`config.mk`:
```
export PLATFORM = sky130hd
export DESIGN_NAME = avph_ctrl
export DESIGN_NICKNAME = d
export VERILOG_FILES = /design/src/sv/absolute_value_priority_heap_macros.svh /design/src/sv/avph_pkg.sv /design/src/sv/avph_ctrl.sv
export SDC_FILE = /design/constraint.sdc
export NUM_CORES = 1
export LEC_CHECK = 0
export ABC_AREA = 1
export BUFFER_PORTS_ARGS = -buffer_cell sky130_fd_sc_hd__buf_4
export CORE_AREA = 2 2 39 41
export CTS_BUF_LIST = sky130_fd_sc_hd__clkbuf_8
export CTS_CLUSTER_SIZE = 10
export DETAILED_ROUTE_END_ITERATION = 8
export DIE_AREA = 0 0 41 43
export GPL_TIMING_DRIVEN = 0
export PLACE_DENSITY = 0.69
export RECOVER_POWER = 50
export SLEW_MARGIN = 20
export SYNTH_ARGS = -nofsm -noshare
export SYNTH_HDL_FRONTEND = slang
export SYNTH_SLANG_ARGS = --single-unit
export TNS_END_PERCENT = 50
```
`constraint.sdc`:
```
create_clock -name i_clk -period 1.6 [get_ports i_clk]
set_input_delay 0.16 -clock i_clk [delete_from_list [all_inputs] [get_ports i_clk]]
set_output_delay 0.16 -clock i_clk [all_outputs]
set_load 0.01 [all_outputs]
```
`src/sv/absolute_value_priority_heap_macros.svh`:
```
// Assertion macros shared by the heap block.
`ifndef ABSOLUTE_VALUE_PRIORITY_HEAP_MACROS_SVH
`define ABSOLUTE_VALUE_PRIORITY_HEAP_MACROS_SVH

// Same-cycle implication, checked at every rising edge outside reset.
`define AVPH_ASSERT_IMP(label, ante, cons) \
    label: assert property (@(posedge i_clk) disable iff (!i_rst_n) (ante) |-> (cons)) \
        else $error("heap assertion failed");

// Next-cycle implication, checked at every rising edge outside reset.
`define AVPH_ASSERT_NXT(label, ante, cons) \
    label: assert property (@(posedge i_clk) disable iff (!i_rst_n) (ante) |=> (cons)) \
        else $error("heap assertion failed");

`endif

```
`src/sv/avph_pkg.sv`:
```
`timescale 1ns / 1ps

package avph_pkg;

    localparam int CAPACITY = 1024;
    localparam int DATA_W   = 32;
    localparam int IDX_W    = $clog2(CAPACITY);
    localparam int CNT_W    = $clog2(CAPACITY + 1);
    localparam int CHILD_W  = IDX_W + 2;

    typedef logic [DATA_W-1:0]  t_data;
    typedef logic [IDX_W-1:0]   t_idx;
    typedef logic [CNT_W-1:0]   t_cnt;
    typedef logic [CHILD_W-1:0] t_child;

    // Commands from the controller to the datapath.
    typedef struct packed {
        logic accept;      // capture the input value
        logic push_begin;  // open a hole at the end of the heap
        logic set_ovf;     // record a dropped push
        logic up_read;     // read the parent of the hole
        logic up_step;     // move the parent down into the hole
        logic write_x;     // place the held value into the hole
        logic pop_read;    // read the root and the last entry
        logic pop_load;    // present the pop result and start the descent
        logic dn_read;     // read both children of the hole
        logic dn_step;     // move the better child up into the hole
    } t_cmd;

    // Status from the datapath to the controller.
    typedef struct packed {
        logic in_zero;
        logic full;
        logic empty;
        logic single;
        logic pos_zero;
        logic up_move;
        logic dn_move;
        logic out_free;
    } t_stat;

    // True when a must leave the store before b.
    function automatic logic ranks_before(t_data a, t_data b);
        t_data ma;
        t_data mb;
        ma = a[DATA_W-1] ? t_data'(~a + 1'b1) : a;
        mb = b[DATA_W-1] ? t_data'(~b + 1'b1) : b;
        if (ma != mb) begin
            return ma < mb;
        end
        return $signed(a) < $signed(b);
    endfunction

endpackage

```
`src/sv/avph_ctrl.sv`:
```
`timescale 1ns / 1ps

module avph_ctrl
    import avph_pkg::*;
(
    input  logic  i_clk,
    input  logic  i_rst_n,
    input  logic  i_valid,
    input  t_stat i_stat,
    output logic  o_ready,
    output t_cmd  o_cmd
);

    typedef enum logic [6:0] {
        S_IDLE   = 7'b0000001,
        S_UP_CHK = 7'b0000010,
        S_UP_CMP = 7'b0000100,
        S_POP_RD = 7'b0001000,
        S_POP_LD = 7'b0010000,
        S_DN_RD  = 7'b0100000,
        S_DN_CMP = 7'b1000000
    } t_state;

    t_state r_state;
    t_state n_state;

    assign o_ready = (r_state == S_IDLE);

    always_comb begin
        n_state = r_state;
        o_cmd   = '0;
        unique case (r_state)
            S_IDLE: begin
                if (i_valid) begin
                    o_cmd.accept = 1'b1;
                    if (i_stat.in_zero) begin
                        n_state = S_POP_RD;
                    end else if (i_stat.full) begin
                        o_cmd.set_ovf = 1'b1;
                    end else begin
                        o_cmd.push_begin = 1'b1;
                        n_state          = S_UP_CHK;
                    end
                end
            end
            S_UP_CHK: begin
                if (i_stat.pos_zero) begin
                    o_cmd.write_x = 1'b1;
                    n_state       = S_IDLE;
                end else begin
                    o_cmd.up_read = 1'b1;
                    n_state       = S_UP_CMP;
                end
            end
            S_UP_CMP: begin
                if (i_stat.up_move) begin
                    o_cmd.up_step = 1'b1;
                    n_state       = S_UP_CHK;
                end else begin
                    o_cmd.write_x = 1'b1;
                    n_state       = S_IDLE;
                end
            end
            S_POP_RD: begin
                o_cmd.pop_read = 1'b1;
                n_state        = S_POP_LD;
            end
            S_POP_LD: begin
                if (i_stat.out_free) begin
                    o_cmd.pop_load = 1'b1;
                    n_state = (i_stat.empty || i_stat.single) ? S_IDLE : S_DN_RD;
                end
            end
            S_DN_RD: begin
                o_cmd.dn_read = 1'b1;
                n_state       = S_DN_CMP;
            end
            S_DN_CMP: begin
                if (i_stat.dn_move) begin
                    o_cmd.dn_step = 1'b1;
                    n_state       = S_DN_RD;
                end else begin
                    o_cmd.write_x = 1'b1;
                    n_state       = S_IDLE;
                end
            end
            default: begin
                n_state = S_IDLE;
            end
        endcase
    end

    always_ff @(posedge i_clk) begin
        if (!i_rst_n) begin
            r_state <= S_IDLE;
        end else begin
            r_state <= n_state;
        end
    end

endmodule

```
==> summary.md <==
| Metric | Value |
|---|---|
| Netlist cell types | `19` |
| Syn nets | `104` |
| Met3 wire length | `approximately 45 um` |
| Slew Limit Fails | `0` |
| CTS tree | `done` |
| Synthesized cell area | `544 sq um` |
| Largest net degree at the start of global routing | `6` |
| RD Place Congestion | `around 0.75` |
| Initial DRC count | `6` |
| Largest family of logic cells by synthesized area | `simple AND/OR/NAND/NOR gates` |
| Minimum clock period | `~1500 ps` |
| Tot Pwr | `about 600 uW` |
| Crit path kind | `reg -> out` |
| Setup crit end kind | `output pin` |
| Startpoint types | `flip-flop` |
| Max reg flops | `7` |
| Worst path required time | `1440 ps` |
| Worst-Skew Late Latency | `~230 ps` |
| Post-synth EDFFs | `0` |
| Hold Vio Cnt, Final | `0` |
| Metal-1 WL | `roughly 540 um` |
| RSZ-0062 raised after global routing | `false` |
| Placed cells | `130` |
| Antenna-violating nets left | `0` |
| Top Ports | `22` |
| HP Class | `in -> reg` |
| Sw power | `about 190 uW` |
| Most common cell in the netlist | `nand2_1` |
| DR pass1 iterations | `2` |
| Area Overhead vs Synth | `40.2%` |
| # rows | `14` |
| Fraction of the mapped netlist area in adder cells | `0` |
| Wirelength per Cell | `roughly 9 um` |
| Ys Warns | `0` |
| Sw Ratio | `0.308` |
| Antenna violations before repair | `0` |
| Post-synthesis sequential area ratio | `0.257` |
| Final wirelength | `between 1000 and 1500 um` |
| Area after DPL | `722 sq um` |
| Syn_area_per_cell | `roughly 6 sq um` |
| Fmax | `~0.66 GHz` |
| # setup viols final | `0` |
| Leak | `~0.46 nW` |
| Sum Neg Setup Slack | `0 ps` |
| Synth Instances | `93` |
| Crit Path Max Fanout | `5` |
| Max-Cap Viols | `0` |
| Grt ovf | `0` |
| N_diodes | `0` |
| Post-CTS resize count | `0` |
| Max Clock Skew | `~1.4 ps` |
| Core Region | `0.00138 sq mm` |
| H-tree Lvls | `1` |
| Mux cell area share after synthesis | `0` |
| Final std cells w/o fill | `roughly 130` |
| Dpl hpwl | `1040 um` |
| Post-Layout Inst Area | `about 760 sq um` |
| Worst slew margin | `0.839` |
| Post-synth top area share | `0.257` |
| Registers with the most flip-flops | `r_state (7)` |
| Power density over the cells | `between 700 and 800 mW/mm^2` |
| Internal power | `approximately 420 uW` |
| WHS | `~110 ps` |
| Top reg by flops | `r_state` |
| Worst VDD drop | `approximately 470 uV` |
| Post-cts hold buffer count | `0` |
| IO Port Bufs | `21` |
| Synth top area cells | `dfxtp_1, nand2_1, nor2_1` |
| Status | `finished clean` |
| Clock root buffer | `clkbuf_8` |
| Max Root-Sink Buffers | `2` |
| Commonest cells in the netlist | `nand2_1, nor2_1, inv_1` |
| Sequential share of power | `0.318` |
| Tightest Pin Transition | `241 ps` |
| First-pass GRT wire length | `approximately 1900 um` |
| Gr usage total | `0.168` |
| Vias per cell | `around 4.6` |
| Reg clk slew, reported paths | `roughly 40 ps` |
| Top FF cell, synth | `dfxtp_1` |
| Via count | `approximately 620` |
| Vias in the first global route | `~500` |
| NumNets Final | `130` |
| Post-synth top area cell | `dfxtp_1` |
| # Post-CTS Setup Buffers | `0` |
| Metal2 WL | `596 um` |
| Die W | `41 um` |
| Initial core utilization | `0.393` |
| Combinational group share of total power | `0.277` |
| Critical path arrival | `between 1000 and 1500 ps` |
| Share of cells above drive strength 1 | `0.322` |
| Die Y | `43 um` |
| FF+latch count, synth | `7` |
| Clock share of power | `0.405` |
| Compound-cell area share of the yosys netlist | `0.0598` |
| Ys async rst share | `0` |
| XOR/XNOR Fraction of Synth Area | `0` |
| Crit share post-route | `0.946` |
| Die area | `0.00176 sq mm` |
| CTS Buf Count | `3` |
| CTS Sinks | `7` |
| DRC Markers | `0` |
| Simple-gate share of the synthesized area | `0.545` |
| Top layer in use | `met4` |
cells in the final DEF (no fill, tap or decap), types with 2 or more instances in the layout:
cell type and instances:
nand2_1 23, buf_4 20, inv_1 18, nor2_1 16, nand3_1 9, dfxtp_1 7, inv_2 3, nand2_2 3
clkbuf_8 3, nor2_4 2, nor2_2 2, a21oi_1 2
final cells by class:
| class | instances | area (sq um) |
|---|---|---|
| multi-input combinational | 66 | 329 |
| clock inverter | 1 | 3.75 |
| tap | 16 | 20.0 |
| timing repair buffer | 21 | 154 |
| clock buffer | 3 | 41.3 |
| inverter | 20 | 75.1 |
| fill | 143 | 621 |
| sequential | 7 | 140 |
final timing paths:
check	start	endpoint	slack, ps	depth (start not counted)
hold reg to reg	r_state[1]$_SDFFE_PN0P_	r_state[2]$_SDFFE_PN0P_	610	4
setup reg to reg	r_state[2]$_SDFFE_PN0P_	r_state[1]$_SDFFE_PN0P_	410	8
setup / recovery	r_state[5]$_SDFFE_PN0P_	o_cmd[7]	90	6
hold / removal	i_stat[3]	r_state[2]$_SDFFE_PN0P_	110	2
logic make-up (layout without fill, tap and decap cells):
kind of cell,Yosys count,after routing
buf+inv,20,45
simple gates,61,61
flops,7,7
compound gates,5,5
stage by stage:
stage,utilization,setup WS [ps]
CTS,0.554,72.5
floorplan,-,444
global placement,0.522,377
global route,0.552,6.71
finish,0.552,85.7
detailed placement,0.522,323
metal layers:
layer | vias to the layer above | GRT usage
met2 | 14 | 0.231
met4 | 0 | 0.160
met3 | 4 | 0.0314
met5 | - | 0
met1 | 264 | 0.203
li1 | 333 | -
power groups by stage:
stage	clock network (mW)	registers, mW	logic, mW
2_1_floorplan	0	0.194	0.117
3_3_place_gp	0	0.196	0.176
3_5_place_dp	0	0.196	0.179
4_1_cts	0.249	0.193	0.179
5_1_grt	0.257	0.194	0.194
6_report	0.247	0.193	0.168
critical path: stages (launching register included):
cell	delay (ps)
dfxtp_1	360
nor2_2	140
nand2_2	70
nor2_4	170
nand3_1	120
nor2_1	120
buf_4	130
(Power assumes the default switching activity.)
